==> src/teq_pkg.sv <==
// shared constants for the timed event queue
package teq_pkg;

	localparam int DEF_QUEUE_DEPTH = 16;
	localparam int DEF_TIME_BITS   = 32;

	localparam int KIND_W   = 3;
	localparam int OP_W     = 2;
	localparam int STATUS_W = 2;

	localparam logic [OP_W-1:0] OP_INSERT  = 2'd0;
	localparam logic [OP_W-1:0] OP_POP     = 2'd1;
	localparam logic [OP_W-1:0] OP_ADVANCE = 2'd2;

	localparam logic [STATUS_W-1:0] ST_OK    = 2'd0;
	localparam logic [STATUS_W-1:0] ST_FULL  = 2'd1;
	localparam logic [STATUS_W-1:0] ST_EMPTY = 2'd2;

endpackage

==> src/timed_event_queue.sv <==
// sorted queue of timed events walked by one shared subtract and compare unit
// full insert, insert into an empty queue, empty pop, empty advance and unknown codes
//   finish straight from idle; other operations walk the entry memory
// one operation at a time, the walk over the entry memory doing one read and at
//   most one write per cycle
// reset clears the entry count and sequencer; entry memory is left as is, no clear pass
module timed_event_queue #(
	parameter int QUEUE_DEPTH = teq_pkg::DEF_QUEUE_DEPTH,
	parameter int TIME_BITS   = teq_pkg::DEF_TIME_BITS
) (
	input  logic                          clk,
	input  logic                          arst_n,
	input  logic                          start,
	output logic                          busy,
	input  logic [teq_pkg::OP_W-1:0]      operation,
	input  logic [TIME_BITS-1:0]          time_value,
	input  logic [teq_pkg::KIND_W-1:0]    event_kind,
	output logic                          done,
	output logic [TIME_BITS-1:0]          popped_time,
	output logic [teq_pkg::KIND_W-1:0]    popped_kind,
	output logic [teq_pkg::STATUS_W-1:0]  status,
	output logic [$clog2(QUEUE_DEPTH+1)-1:0] entries_held
);

	localparam int IDX_W = $clog2(QUEUE_DEPTH);
	localparam int CNT_W = $clog2(QUEUE_DEPTH + 1);
	localparam int ENT_W = TIME_BITS + teq_pkg::KIND_W;

	// sequencer states
	localparam logic [1:0] S_IDLE = 2'd0;
	localparam logic [1:0] S_RUN  = 2'd1;
	localparam logic [1:0] S_PUT  = 2'd2;

	// entry memory, one entry is {kind, time}
	logic [ENT_W-1:0] mem [QUEUE_DEPTH];

	logic [1:0]                    state_q, state_d;
	logic [teq_pkg::OP_W-1:0]      op_q;
	logic [TIME_BITS-1:0]          val_q;
	logic [teq_pkg::KIND_W-1:0]    kind_q;
	logic [CNT_W-1:0]              count_q, count_d;
	logic [IDX_W-1:0]              idx_q, idx_d;
	logic [ENT_W-1:0]              rd_data_q;

	logic [TIME_BITS-1:0]          res_time_q;
	logic [teq_pkg::KIND_W-1:0]    res_kind_q;
	logic [teq_pkg::STATUS_W-1:0]  res_status_q;
	logic [CNT_W-1:0]              res_count_q;
	logic                          done_q;

	logic                          accept;
	logic [IDX_W-1:0]              rd_addr;
	logic                          wr_en;
	logic [IDX_W-1:0]              wr_addr;
	logic [ENT_W-1:0]              wr_data;
	logic                          fin;
	logic [teq_pkg::STATUS_W-1:0]  fin_status;
	logic                          cap;

	// shared unit: stored time minus operand, borrow says stored < operand
	logic [TIME_BITS-1:0]          rd_time;
	logic [teq_pkg::KIND_W-1:0]    rd_kind;
	logic [TIME_BITS:0]            diff;
	logic                          borrow;
	logic [TIME_BITS-1:0]          clamped;
	logic [CNT_W-1:0]              count_m1;
	logic                          last;

	assign accept   = start && (state_q == S_IDLE);
	assign busy     = (state_q != S_IDLE);

	assign rd_time  = rd_data_q[TIME_BITS-1:0];
	assign rd_kind  = rd_data_q[ENT_W-1:TIME_BITS];
	assign diff     = {1'b0, rd_time} - {1'b0, val_q};
	assign borrow   = diff[TIME_BITS];
	assign clamped  = borrow ? '0 : diff[TIME_BITS-1:0];
	assign count_m1 = count_q - CNT_W'(1);
	// entry in the read register is the topmost one held
	assign last     = (CNT_W'(idx_q) == count_m1);

	always_comb begin
		state_d    = state_q;
		idx_d      = idx_q;
		count_d    = count_q;
		rd_addr    = idx_q;
		wr_en      = 1'b0;
		wr_addr    = idx_q;
		wr_data    = {kind_q, val_q};
		fin        = 1'b0;
		fin_status = teq_pkg::ST_OK;
		cap        = 1'b0;
		case (state_q)
			S_IDLE: begin
				if (accept) begin
					case (operation)
						teq_pkg::OP_INSERT: begin
							if (count_q == CNT_W'(QUEUE_DEPTH)) begin
								fin        = 1'b1;
								fin_status = teq_pkg::ST_FULL;
							end else if (count_q == '0) begin
								// empty queue takes the event straight at the front
								wr_en   = 1'b1;
								wr_addr = '0;
								wr_data = {event_kind, time_value};
								count_d = CNT_W'(1);
								fin     = 1'b1;
							end else begin
								// walk down from the top entry
								rd_addr = count_m1[IDX_W-1:0];
								idx_d   = count_m1[IDX_W-1:0];
								state_d = S_RUN;
							end
						end
						teq_pkg::OP_POP: begin
							if (count_q == '0) begin
								fin        = 1'b1;
								fin_status = teq_pkg::ST_EMPTY;
							end else begin
								rd_addr = '0;
								idx_d   = '0;
								state_d = S_RUN;
							end
						end
						teq_pkg::OP_ADVANCE: begin
							if (count_q == '0) begin
								fin = 1'b1;
							end else begin
								rd_addr = '0;
								idx_d   = '0;
								state_d = S_RUN;
							end
						end
						default: begin
							fin = 1'b1;
						end
					endcase
				end
			end
			S_RUN: begin
				case (op_q)
					teq_pkg::OP_INSERT: begin
						wr_en   = 1'b1;
						wr_addr = idx_q + IDX_W'(1);
						if (!borrow) begin
							// stored time >= new time: shift it up one slot
							wr_data = rd_data_q;
							if (idx_q == '0) begin
								state_d = S_PUT;
							end else begin
								idx_d   = idx_q - IDX_W'(1);
								rd_addr = idx_q - IDX_W'(1);
							end
						end else begin
							// gap found just above a smaller entry
							count_d = count_q + CNT_W'(1);
							fin     = 1'b1;
						end
					end
					teq_pkg::OP_POP: begin
						if (idx_q == '0) begin
							cap = 1'b1;
						end else begin
							wr_en   = 1'b1;
							wr_addr = idx_q - IDX_W'(1);
							wr_data = rd_data_q;
						end
						if (last) begin
							count_d = count_m1;
							fin     = 1'b1;
						end else begin
							idx_d   = idx_q + IDX_W'(1);
							rd_addr = idx_q + IDX_W'(1);
						end
					end
					teq_pkg::OP_ADVANCE: begin
						wr_en   = 1'b1;
						wr_data = {rd_kind, clamped};
						if (last) begin
							fin = 1'b1;
						end else begin
							idx_d   = idx_q + IDX_W'(1);
							rd_addr = idx_q + IDX_W'(1);
						end
					end
					default: begin
						fin = 1'b1;
					end
				endcase
			end
			S_PUT: begin
				// every entry was >= new time, so it lands at the front
				wr_en   = 1'b1;
				wr_addr = '0;
				count_d = count_q + CNT_W'(1);
				fin     = 1'b1;
			end
			default: begin
				fin = 1'b1;
			end
		endcase
		if (fin) begin
			state_d = S_IDLE;
		end
	end

	// memory write and registered read
	always_ff @(posedge clk) begin
		if (wr_en) begin
			mem[wr_addr] <= wr_data;
		end
		rd_data_q <= mem[rd_addr];
	end

	// operation latch and result payload, no reset needed
	always_ff @(posedge clk) begin
		if (accept) begin
			op_q       <= operation;
			val_q      <= time_value;
			kind_q     <= event_kind;
			res_time_q <= '0;
			res_kind_q <= '0;
		end
		if (cap) begin
			res_time_q <= rd_time;
			res_kind_q <= rd_kind;
		end
		if (fin) begin
			res_status_q <= fin_status;
			res_count_q  <= count_d;
		end
		idx_q <= idx_d;
	end

	// control state
	always_ff @(posedge clk or negedge arst_n) begin
		if (!arst_n) begin
			state_q <= S_IDLE;
			count_q <= '0;
			done_q  <= 1'b0;
		end else begin
			state_q <= state_d;
			count_q <= count_d;
			done_q  <= fin;
		end
	end

	// result arrives with the one-cycle done strobe and is held in its registers after it
	assign done         = done_q;
	assign popped_time  = res_time_q;
	assign popped_kind  = res_kind_q;
	assign status       = res_status_q;
	assign entries_held = res_count_q;

endmodule

==> config.mk <==
export PLATFORM = sky130hd
export DESIGN_NAME = timed_event_queue
export DESIGN_NICKNAME = d
export VERILOG_FILES = /design/src/teq_pkg.sv /design/src/timed_event_queue.sv
export SDC_FILE = /design/constraint.sdc
export NUM_CORES = 1
export LEC_CHECK = 0
export BUFFER_PORTS_ARGS = -buffer_cell sky130_fd_sc_hd__buf_2
export CAP_MARGIN = 25
export CELL_PAD_IN_SITES_DETAIL_PLACEMENT = 0
export CELL_PAD_IN_SITES_GLOBAL_PLACEMENT = 2
export CORE_UTILIZATION = 30
export DETAILED_ROUTE_END_ITERATION = 12
export PLACE_DENSITY_LB_ADDON = 0.1
export SYNTH_ARGS = -nofsm -noshare
export SYNTH_HDL_FRONTEND = slang
export SYNTH_SLANG_ARGS = --single-unit
==> constraint.sdc <==
create_clock -name clk -period 10 [get_ports clk]
set_clock_uncertainty 0.2 [all_clocks]
set_input_delay 1 -clock clk [delete_from_list [all_inputs] [get_ports clk]]
set_output_delay 1 -clock clk [all_outputs]
set_load 0.01 [all_outputs]
# Word level (Yosys, flattened, before mapping)
# Memories as Yosys holds them, arrays and structs flattened. A register that Yosys moved wholly into a read port is not among the register bits.
# Cells that the tools add are included.
# totals
ff_bits	91
latch_bits	0
ramBits	560
rom_bits	0
input_bits	40
output_inout_bits	44
elab_cells	113
memories	1
# op_classes
n_addsub	5
mul	0
div	0
n_lt_le_gt_ge	0
n_eq_ne	14
shift	0
mux	68
bitwise_logic	0
n_reduce_logical	14
# mem_list
name	depth	word_bits	read_ports	rd_clocked_by_memory_dff	write_ports	line	source
mem	16	35	1	1	1	timed_event_queue.sv:35	logic [ENT_W-1:0] mem [QUEUE_DEPTH];
# ops
operator	count
$mux 35	6
$pmux 35 s3	1
$mux 32	3
$pmux 35 s2	1
$mux 4	11
$sub 32x32->33	1
$pmux 4 s2	4
$mux 5	6
$mux 2	8
$mux 1	15
$pmux 5 s3	1
$pmux 2 s2	3
$pmux 4 s3	1
$pmux 5 s2	1
$ne 3x3->1 const B	3
$pmux 1 s2	4
$reduce_and 7->1	1
$eq 2x1->1 const B	3
$eq 2x2->1 const B	3
$logic_not 2->1	3
$mux 3	2
$reduce_or 2->1	3
$add 5x1->5 const B	1
$eq 4x5->1	1
14 further kinds	15

# Longest topological paths before layout
# Gate-level depths: netlist (run 1).
# logic_depth
word_depth	8
ltp_mapped	19
mapped_depth_nobuf	15

# Least setup slack after synthesis (run 1)
# No wires, ideal clock.
# synth_timing
kind	reg2reg
from	register count_q[0]
to	memory mem[0][0] (netlist bit), enable pin
setup_ns	0.427
arrival_ns	3.896
required_time_ns	9.373
setup_slack_ns	5.477
path_stages_with_launch	13
path_buffers	1
period_less_slack_ns	4.523
path_cell_list	dfrtp_1 -> buf_6 -> inv_1 -> ha_1 -> nor3b_4 -> and3_1 -> nand2_1 -> nor2_1 -> o31a_1 -> o21ai_0 -> nand2b_1 -> or2_2 -> nor2_1
# synth_between
elab_chain_cells	8
word_cells_on_any_way	14
cone_classes	1 x eq/ne; 12 x mux; 1 x reduce/logical
# synth_rtl
element	line	source
start: declaration	timed_event_queue.sv:41	logic [CNT_W-1:0] count_q, count_d;
start signal: assignment	timed_event_queue.sv:242	count_q <= count_d;
$logic_not 5->1	timed_event_queue.sv:100	end else if (count_q == '0) begin
$mux 1	timed_event_queue.sv:100	
$mux 1	timed_event_queue.sv:97	if (count_q == CNT_W'(QUEUE_DEPTH)) begin
$mux 1	timed_event_queue.sv:95	case (operation)
$mux 1	timed_event_queue.sv:94	if (accept) begin
$pmux 1 s3	timed_event_queue.sv:92	case (state_q)
$mux 1	timed_event_queue.sv:208	if (wr_en) begin
$mux 1 (implied by the code)	timed_event_queue.sv:209	mem[wr_addr] <= wr_data;
end: declaration	timed_event_queue.sv:35	
# Parallel ways exist; a longest one is shown, timed or not.

# Worst setup path in the final report (run 1)
# layout_timing
from	register val_q[0]
to	register rd_data_q[29], read port of mem
# layout_between
elab_chain_cells	4
# layout_rtl
element	line	source
start: declaration	timed_event_queue.sv:39	logic [TIME_BITS-1:0] val_q;
start signal: assignment	timed_event_queue.sv:218	val_q <= time_value;
$sub 32x32->33	timed_event_queue.sv:74	assign diff = {1'b0, rd_time} - {1'b0, val_q};
$mux 4	-	
$pmux 4 s2	-	
$pmux 4 s2	timed_event_queue.sv:92	
end: declaration	timed_event_queue.sv:43	logic [ENT_W-1:0] rd_data_q;
# Every way passes these cells.
# A chain may end at the register's enable or synchronous reset.

==> flow_summary.ini, run 1 <==
[final_layout]
nets = 2321
layout-drive-gt1-share_pct = 15.57
multiInputGateArea_mm2 = 0.009637
regArea_mm2 = 0.02017
fin_cells = 3663
num-fill-cells = 9741
fin_util_pct = 35.16
area_delta_synth_final_pct = 15.42

[routing]
wl_um = 98230
met1_length_um = 46390
dr.pass1.iters = 5
vias = 18770
dr.max_layer_used = met5
antenna_left = 0
route.met2.wl_um = 46490
vias_per_cell = 5.125
drtIter0Drc = 1481
route.met3.wl_um = 3605
wire_per_inst_um = 26.82
route.detailed.drc = 0

[critical_path]
end_kind = register
startpoint_type = register
path_max_fanout = 116
cp.required_ns = 10.27
critical_path_class = reg -> reg
worstPathArrival_ns = 6.41

[power_and_ir_drop]
p_leak_nw = 12.03
power.density_mw_per_mm2 = 340.4
peakVddDrop_mv = 0.3032

[placement]
preCtsSetupSlack_ns = 3.875
gp_congestion = 0.8234
dpl.hpwl_um = 57950
io_buffer_count = 83
dp_cells = 3509

[cts]
root_buffer = clkbuf_16
cts.clk_slew.worst_paths_ns = 0.06
cts_tree = yes
htree_num_levels = 3
post-cts-setup-buffers = 0
cts_num_sinks = 686
cts_buffers = 81
clk_latency_ns = 0.65
cts_buffer_depth = 3

[global_routing]
grt_max_degree = 147
overflow = 0
grt_pass1_wl_um = 140200
grt_pass1_vias = 19100
antenna_found_initial = 1
grt_use_total_pct = 18.95

[yosys]
ys_warn_count = 0
syn_area_mm2 = 0.03064
synthFlopType = edfxtp_1
yosysTopAreaCell = edfxtp_1
netlist_instances = 2130
avgSynthCellArea_um2 = 14.39
ys_top_cells_by_area = edfxtp_1 63%, mux2i_1 8.4%, dfxtp_1 2.5%
synthArstFlopShare_pct = 1.166
seq_area_frac_synth_pct = 65.83
yosysTopAreaCellShare_pct = 62.62
synth_edf_count = 639
synth.most_common_cell = edfxtp_1
syn_nets = 2214
synth_top_cells_by_count = 639 x edfxtp_1, 257 x mux2i_1, 122 x nand3_1, 121 x nand2_1, 88 x nor2_1
synth_cell_types = 94
synth-seq-cells = 686

[flow_run]
max_cap_viol_count = 0

[floorplan]
die_h_um = 321.6
start_util_pct = 30.46
die_w_um = 321.6
core_area_mm2 = 0.1006
die-area_mm2 = 0.1034
ios = 84
num_rows = 116

[sta]
layout_setup_ws_ns = 3.855
setup_viol = 0
slew_headroom_pct = 26.82
slew_viol_final = 0
fin_tns_setup_ns = 0
hold_viol = 0
clock.fmax_ghz = 0.1627
rsz0062_at_grt = no
period_minus_slack_ns = 6.145
finalCritPeriodShare_pct = 61.45
holdWs_ns = 0.3437
worst_slew_pin_slew_ns = 1.098

[hold_path]
min-delay-path-class = in -> reg

[status]
status = complete, no violations
## state kept, by name, indices dropped and copies added (netlist names)
register / cells
val_q: 32
count_q: 5
popped_kind: 3
state_q: 2
kind_q: 3
done: 1
mem: 560
status: 2
rd_data_q: 35
entries_held: 5
idx_q: 4
popped_time: 32
op_q: 2
## placed cells by master, fill, tap and decap left out, types with 12 or more instances in the layout
cell	count
nor2_4	17
a21o_1	13
a21oi_1	64
o21ai_0	65
inv_1	61
clkinv_2	17
nand2_1	119
clkbuf_16	81
dfxtp_1	39
xnor2_1	24
a41oi_1	37
edfxtp_1	639
a2111oi_4	18
nand3_1	122
nor2b_1	35
nor2_1	70
a22oi_1	25
a2111oi_2	12
a22o_1	39
buf_2	83
clkbuf_1	20
and3_1	39
buf_4	62
a211oi_1	43
ha_1	43
mux2i_1	257
## routing by layer
layer,vias up,global-route usage (%)
li1,8545,-
met1,9730,26.52
met3,109,2.446
met2,388,30.91
met5,-,0
met4,2,4.772
## layout make-up
type / instances / share of cell area (%)
sequential: 686 / 57.03
multi-input combinational: 1249 / 27.25
clock buffer: 105 / 6.099
tap: 1357 / 4.801
timing repair buffer: 152 / 2.763
clock inverter: 46 / 1.330
inverter: 67 / 0.7182
antenna: 1 / 0.007076
## cell families after synthesis
family,synth area share (%)
adders and majority gates,1.821
buffers and inverters,3.344
DFF,65.83
muxes,8.396
AOI/OAI and AO/OA,11.90
and+or+nand+nor,7.775
xor gates and xnor gates,0.9433
## worst max-delay path: stages, from the launching register on
cell and delay, ns:
edfxtp_1 0.42, ha_1 0.27, fa_1 0.42, nor2b_1 0.21
o2111ai_1 0.19, and2_1 0.24, a41o_1 0.31, o31ai_4 0.49
o211ai_1 0.25, a31oi_4 0.36, buf_12 0.48, buf_4 0.83
mux2i_1 0.33, nand2_1 0.08, a41oi_1 0.53, a2111oi_4 0.08
## power breakdown
group	internal, mW	switching [mW]	leakage (nW)
Clock	1.70	1.23	1.28
Sequential	3.83	0.249	6.26
Combinational	1.72	3.32	4.48
Total	7.24	4.80	12.0
## what timing repair did
item,in CTS,in global routing
hold buffers,1,0
hold endpoints to repair,8,0
gates resized for setup,0,0
## path summary, 6_finish.rpt
| path | startpoint | endpoint | slack [ns] | depth (start not counted) |
|---|---|---|---|---|
| worst max-delay path | val_q[0] | rd_data_q[29] | 3.86 | 15 |
| worst min-delay path | time_value[18] | val_q[18] | 0.34 | 1 |
| worst max register to register | val_q[0] | rd_data_q[29] | 3.86 | 15 |
| worst min register to register | rd_data_q[16] | popped_time[16] | 0.42 | 1 |
| max in group asynchronous | arst_n | state_q[0] | 8.86 | 2 |
| min in group asynchronous | arst_n | done | 0.54 | 2 |
## through the flow
stage,cell area (µm²),power [mW]
2_1_floorplan,30640,7.496
5_1_grt,35360,12.68
4_1_cts,35340,12.19
6_report,35370,12.04
3_5_place_dp,32710,9.224
3_3_place_gp,32670,9.185
Note: power is estimated with default switching activity, not from simulation.
==> inputs of run 2 (changes only) <==
clock period = 5.8 ns   (was 10 ns; I/O delays follow)
==> run 2 against run 1 <==
  * Utilization increased by 1.0 points
  * Register-to-register slack got worse by 3.4 ns
  * Design area increased by 2.9%
  * Worst setup slack got worse by 3.4 ns
  * Count of clock-buffer cells in the layout increased by 7
  * Sequential share of layout area decreased by 1.6 points
  * Total power increased by 78%
  * Final cell count increased by 2.2%
  * Worst hold slack got worse by 0.22 ns
  * Largest power group unchanged
  * Highest routed layer is now met4
==> flow_summary.ini, run 2 (synthesis results as in run 1) <==
[placement]
dp_cells = 3548
dpl.hpwl_um = 63130
io_buffer_count = 83
gp_congestion = 0.7967

[power_and_ir_drop]
p_leak_nw = 12.51
comb_power_share_pct = 42.9
internal-power_mw = 13.02
peakVddDrop_mv = 0.3251
netSwitchingPower_mw = 8.463
pwr-share-clk_pct = 24.3
p_sw_share_pct = 39.40
p_seq_share_pct = 32.8
power.density_mw_per_mm2 = 590.2

[sta]
fin_tns_setup_ns = 0
hold_viol = 0
clock.fmax_ghz = 0.1882
slew_viol_final = 0
period_minus_slack_ns = 5.315
worst_slew_pin_slew_ns = 1.042
rsz0062_at_grt = no
slew_headroom_pct = 29.96
setup_viol = 0
finalCritPeriodShare_pct = 91.63

[critical_path]
end_kind = register
critical_path_class = reg -> reg
worstPathArrival_ns = 5.61
cp.required_ns = 6.09
startpoint_type = register
path_max_fanout = 35

[routing]
wire_per_inst_um = 27.13
dr.pass1.iters = 5
antenna_left = 0
vias_per_cell = 5.087
drtIter0Drc = 1246
wl_um = 101500
vias = 19040
route.detailed.drc = 0

[floorplan]
core_area_mm2 = 0.1006
die_w_um = 321.6
die-area_mm2 = 0.1034
num_rows = 116
die_h_um = 321.6
start_util_pct = 30.46
ios = 84

[global_routing]
overflow = 0
grt_pass1_wl_um = 145000
grt_use_total_pct = 19.70
grt_max_degree = 72
grt_pass1_vias = 19500
antenna_found_initial = 1

[hold_path]
min-delay-path-class = in -> async

[cts]
htree_num_levels = 3
root_buffer = clkbuf_16
cts_buffers = 81
cts.clk_slew.worst_paths_ns = 0.07
cts_tree = yes
cts_buffer_depth = 3
post_cts_resized = 0
cts_num_sinks = 686
clk_latency_ns = 0.66

[final_layout]
layout-drive-gt1-share_pct = 16.96
nets = 2399
regMostFlops = mem
final_common_cell = edfxtp_1
fin_cells = 3742
area_delta_synth_final_pct = 18.79
largest_reg_flops = 560
largestRegisters = mem: 560 flops, rd_data_q: 35 flops
num-fill-cells = 9631
mostFrequentLayoutCells = 639 x edfxtp_1, 257 x mux2i_1, 122 x nand3_1

[flow_run]
max_cap_viol_count = 0

[status]
status = complete, no violations
==> run 2: power groups by stage <==
stage / Clock, mW / Sequential [mW] / Combinational [mW]
final: 5.22 / 7.04 / 9.22
after CTS: 5.36 / 7.03 / 9.29
after global placement: 0 / 7.14 / 9.21
after detailed placement: 0 / 7.13 / 9.24
after global routing: 5.55 / 7.08 / 9.93
after floorplan: 0 / 6.91 / 6.01
==> run 2: timing repair <==
item                      4_1_cts  5_1_grt
hold endpoints to repair       45        0
buffers inserted                0        0
hold buffers                   38        0
==> run 2: cell type report <==
| type | count | area [µm²] | area share [%] |
|---|---|---|---|
| sequential | 686 | 20170 | 55.42 |
| multi-input combinational | 1249 | 9635 | 26.47 |
| clock buffer | 112 | 2263 | 6.218 |
| timing repair buffer | 230 | 1903 | 5.228 |
| tap | 1357 | 1698 | 4.665 |
| clock inverter | 38 | 466.7 | 1.282 |
| inverter | 67 | 254.0 | 0.6978 |
| antenna | 3 | 7.507 | 0.02062 |
==> run 2: worst max-delay path, cell delays in order, from the launching register on <==
cell	delay (ns)
edfxtp_1	0.43
ha_1	0.26
fa_1	0.42
nor2b_1	0.19
o2111ai_1	0.19
and2_1	0.24
a41o_1	0.38
o31ai_4	0.43
o211ai_1	0.20
a31oi_4	0.62
buf_12	0.34
buf_12	0.28
mux2i_1	0.11
a22o_1	0.26
a2111oi_4	0.51
==> run 2: path summary, 6_finish.rpt <==
path | end | depth (start not counted) | slack [ns] | start
max | rd_data_q[28] | 14 | 0.49 | val_q[0]
min | state_q[1] | 2 | 0.12 | arst_n
max reg2reg | rd_data_q[28] | 14 | 0.49 | val_q[0]
min reg2reg | rd_data_q[1] | 2 | 0.42 | mem[10][1]
max in group asynchronous | state_q[0] | 2 | 5.06 | arst_n
min in group clk | done | 3 | 0.24 | start
==> run 2: per-stage QoR <==
stage / cell area, µm² / power (mW) / worst slack (ns) / util [%] / hold slack, ns
after floorplan: 30640 / 12.92 / 1.277 / - / 0.08441
after global placement: 33220 / 16.35 / 0.3563 / 33.02 / 0.2531
after detailed placement: 33240 / 16.38 / 0.5066 / 33.05 / 0.2585
after CTS: 36350 / 21.69 / 0.4724 / 36.14 / 0.08868
after global routing: 36390 / 22.55 / 0.3241 / 36.18 / 0.1143
final: 36400 / 21.48 / 0.4853 / 36.19 / 0.1215
==> run 2: layer usage <==
metal  vias up  part of all wire, %  GRT usage (%)
met5         -                    0              0
met4         0                  1.8          4.995
met3        98                  3.6          2.484
met2       352                   48          33.31
met1      9888                   46          26.60
li1       8699                    -              -
==> inputs of run 3 (changes only) <==
BUFFER_PORTS_ARGS = not set   (was -buffer_cell sky130_fd_sc_hd__buf_2)
DONT_BUFFER_PORTS = 1   (was not set)
==> run 3 against run 2 <==
  * Combinational power grew 2%
  * Global-route usage grew 0.42 points
  * Largest cell class unchanged
  * Utilization shrank 0.50 points
  * Register-to-register slack gained 0.08 ns
  * Critical endpoint is now rd_data_q[24]
  * Highest routed layer unchanged
==> flow_summary.ini, run 3 (synthesis results as in run 1) <==
[critical_path]
worstPathArrival_ns = 5.51
critical_path_class = reg -> reg
crit_path_cell_trace = inv_1, ha_1, nor3b_4, nand3_2, a31oi_2, and2_1, a21oi_1, a21oi_1, nand3_1, nand2_4, inv_4, and3_2, buf_4, a22o_1, a2111oi_4
path_max_fanout = 20
timing.critical_path.mode_cell = a21oi_1
cp_slowest_cell = a2111oi_4
end_kind = register
crit_buf_inv = 3
crit_family = simple AND/OR/NAND/NOR gates
cp.required_ns = 6.08
max_stage_delay_ns = 0.66
startpoint_type = register

[floorplan]
start_util_pct = 30.46
ios = 84
die_w_um = 321.6
num_rows = 116
core_area_mm2 = 0.1006
die-area_mm2 = 0.1034
die_h_um = 321.6

[final_layout]
nets = 2317
layout-drive-gt1-share_pct = 14.14
area_delta_synth_final_pct = 17.13
num-fill-cells = 9570
mostFrequentLayoutCells = 639 x edfxtp_1, 257 x mux2i_1, 122 x nand3_1
regMostFlops = mem
final_area_mm2 = 0.03589
largest_reg_flops = 560
fin_cells = 3659
largestRegisters = mem: 560 flops, rd_data_q: 35 flops
final_common_cell = edfxtp_1

[cts]
post_cts_resized = 0
cts_num_sinks = 686
cts_tree = yes
htree_num_levels = 3
root_buffer = clkbuf_16
cts_buffer_depth = 3
cts.clk_slew.worst_paths_ns = 0.07
clk_latency_ns = 0.66
cts_buffers = 79

[sta]
clock.fmax_ghz = 0.1911
finalCritPeriodShare_pct = 90.23
worst_slew_pin_slew_ns = 1.088
rsz0062_at_grt = no
hold_viol = 0
setup_viol = 0
fin_tns_setup_ns = 0
slew_headroom_pct = 27.49
period_minus_slack_ns = 5.233
slew_viol_final = 0

[placement]
dpl.hpwl_um = 63550
gp_congestion = 0.8252
io_buffer_count = 0
placed_area_mm2 = 0.03291
dp_cells = 3469

[global_routing]
grt_use_total_pct = 20.12
grt_pass1_wl_um = 145800
antenna_found_initial = 0
grt_pass1_vias = 18850
overflow = 0
grt_max_degree = 55

[hold_path]
min-delay-path-class = in -> reg

[routing]
route.detailed.drc = 0
vias = 18830
drtIter0Drc = 1405
vias_per_cell = 5.147
wl_um = 104000
wire_per_inst_um = 28.41
antenna_left = 0
dr.pass1.iters = 5

[status]
status = complete, no violations

[flow_run]
max_cap_viol_count = 0

[power_and_ir_drop]
p_leak_nw = 12.11
peakVddDrop_mv = 0.3422
power.density_mw_per_mm2 = 596.1
-- run 3: cell types whose count changed in the layout (fill, tap and decap cells not counted), moves of 2 or more --
cell,delta
buf_2,-83
clkbuf_1,-7
clkinv_2,+6
clkinvlp_4,+6
clkbuf_8,-5
clkinv_8,-2
buf_12,+4
clkinv_1,+3
buf_6,+2
bufinv_16,-4
-- run 3: cell type report --
class                   count  area [µm²]  share of cell area (%)
flip-flops and latches    686       20170                   56.20
multi-input cells        1249        9634                   26.84
clock buffers             100        2168                   6.041
well taps                1357        1698                   4.731
repair buffers            150        1564                   4.358
clock inverters            46       391.6                   1.091
inverters                  67       254.0                  0.7077
diodes                      4       10.01                 0.02789
-- run 3: worst min-delay path, delay by kind of cell --
kind | cells | cell delay [ns]
adder cells (fa/ha/maj) | 1 | 0.15
AND/OR/NAND/NOR | 1 | 0.06
buffers and inverters | 1 | 0.04
AO/OA/AOI/OAI | 1 | 0.08
-- run 3: repair_timing --
item	4_1_cts	5_1_grt
setup buffers	0	0
hold buffers	38	0
endpoints found under the hold margin	45	0
-- run 3: power breakdown --
group | switching, mW | internal (mW) | leakage [nW] | total (mW)
registers | 0.463 | 6.60 | 6.26 | 7.06
clock network | 2.07 | 2.88 | 1.25 | 4.95
logic | 6.08 | 3.30 | 4.60 | 9.38
total | 8.62 | 12.8 | 12.1 | 21.4
-- run 3: final timing paths --
| kind | from | endpoint | slack [ns] | cells after the start |
|---|---|---|---|---|
| max | count_q[0] | rd_data_q[24] | 0.57 | 15 |
| min | operation[0] | state_q[0] | 0.08 | 4 |
| max reg2reg | count_q[0] | rd_data_q[24] | 0.57 | 15 |
| min reg2reg | mem[10][1] | rd_data_q[1] | 0.42 | 2 |
| max in group asynchronous | arst_n | state_q[0] | 4.89 | 1 |
| min in group asynchronous | arst_n | state_q[0] | 0.13 | 1 |
-- run 3: layer usage --
metal  track usage [%]  vias to the layer above  part of all wire [%]
li1                  -                     8541                     -
met1             26.89                     9697                    45
met2             33.49                      478                    48
met3             3.458                      116                   4.8
met4             5.418                        0                   2.1
met5                 0                        -                     0
-- run 3: metrics by stage --
| step | hold slack (ns) | power (mW) | util [%] | setup slack [ns] |
|---|---|---|---|---|
| 3_5_place_dp | 0.08472 | 16.56 | 32.72 | 0.6487 |
| 2_1_floorplan | 0.08441 | 12.92 | - | 1.277 |
| 4_1_cts | 0.04197 | 21.58 | 35.64 | 0.6297 |
| 5_1_grt | 0.1069 | 22.42 | 35.67 | 0.3195 |
| 3_3_place_gp | 0.08470 | 16.51 | 32.66 | 0.5690 |
| 6_report | 0.07909 | 21.39 | 35.68 | 0.5666 |
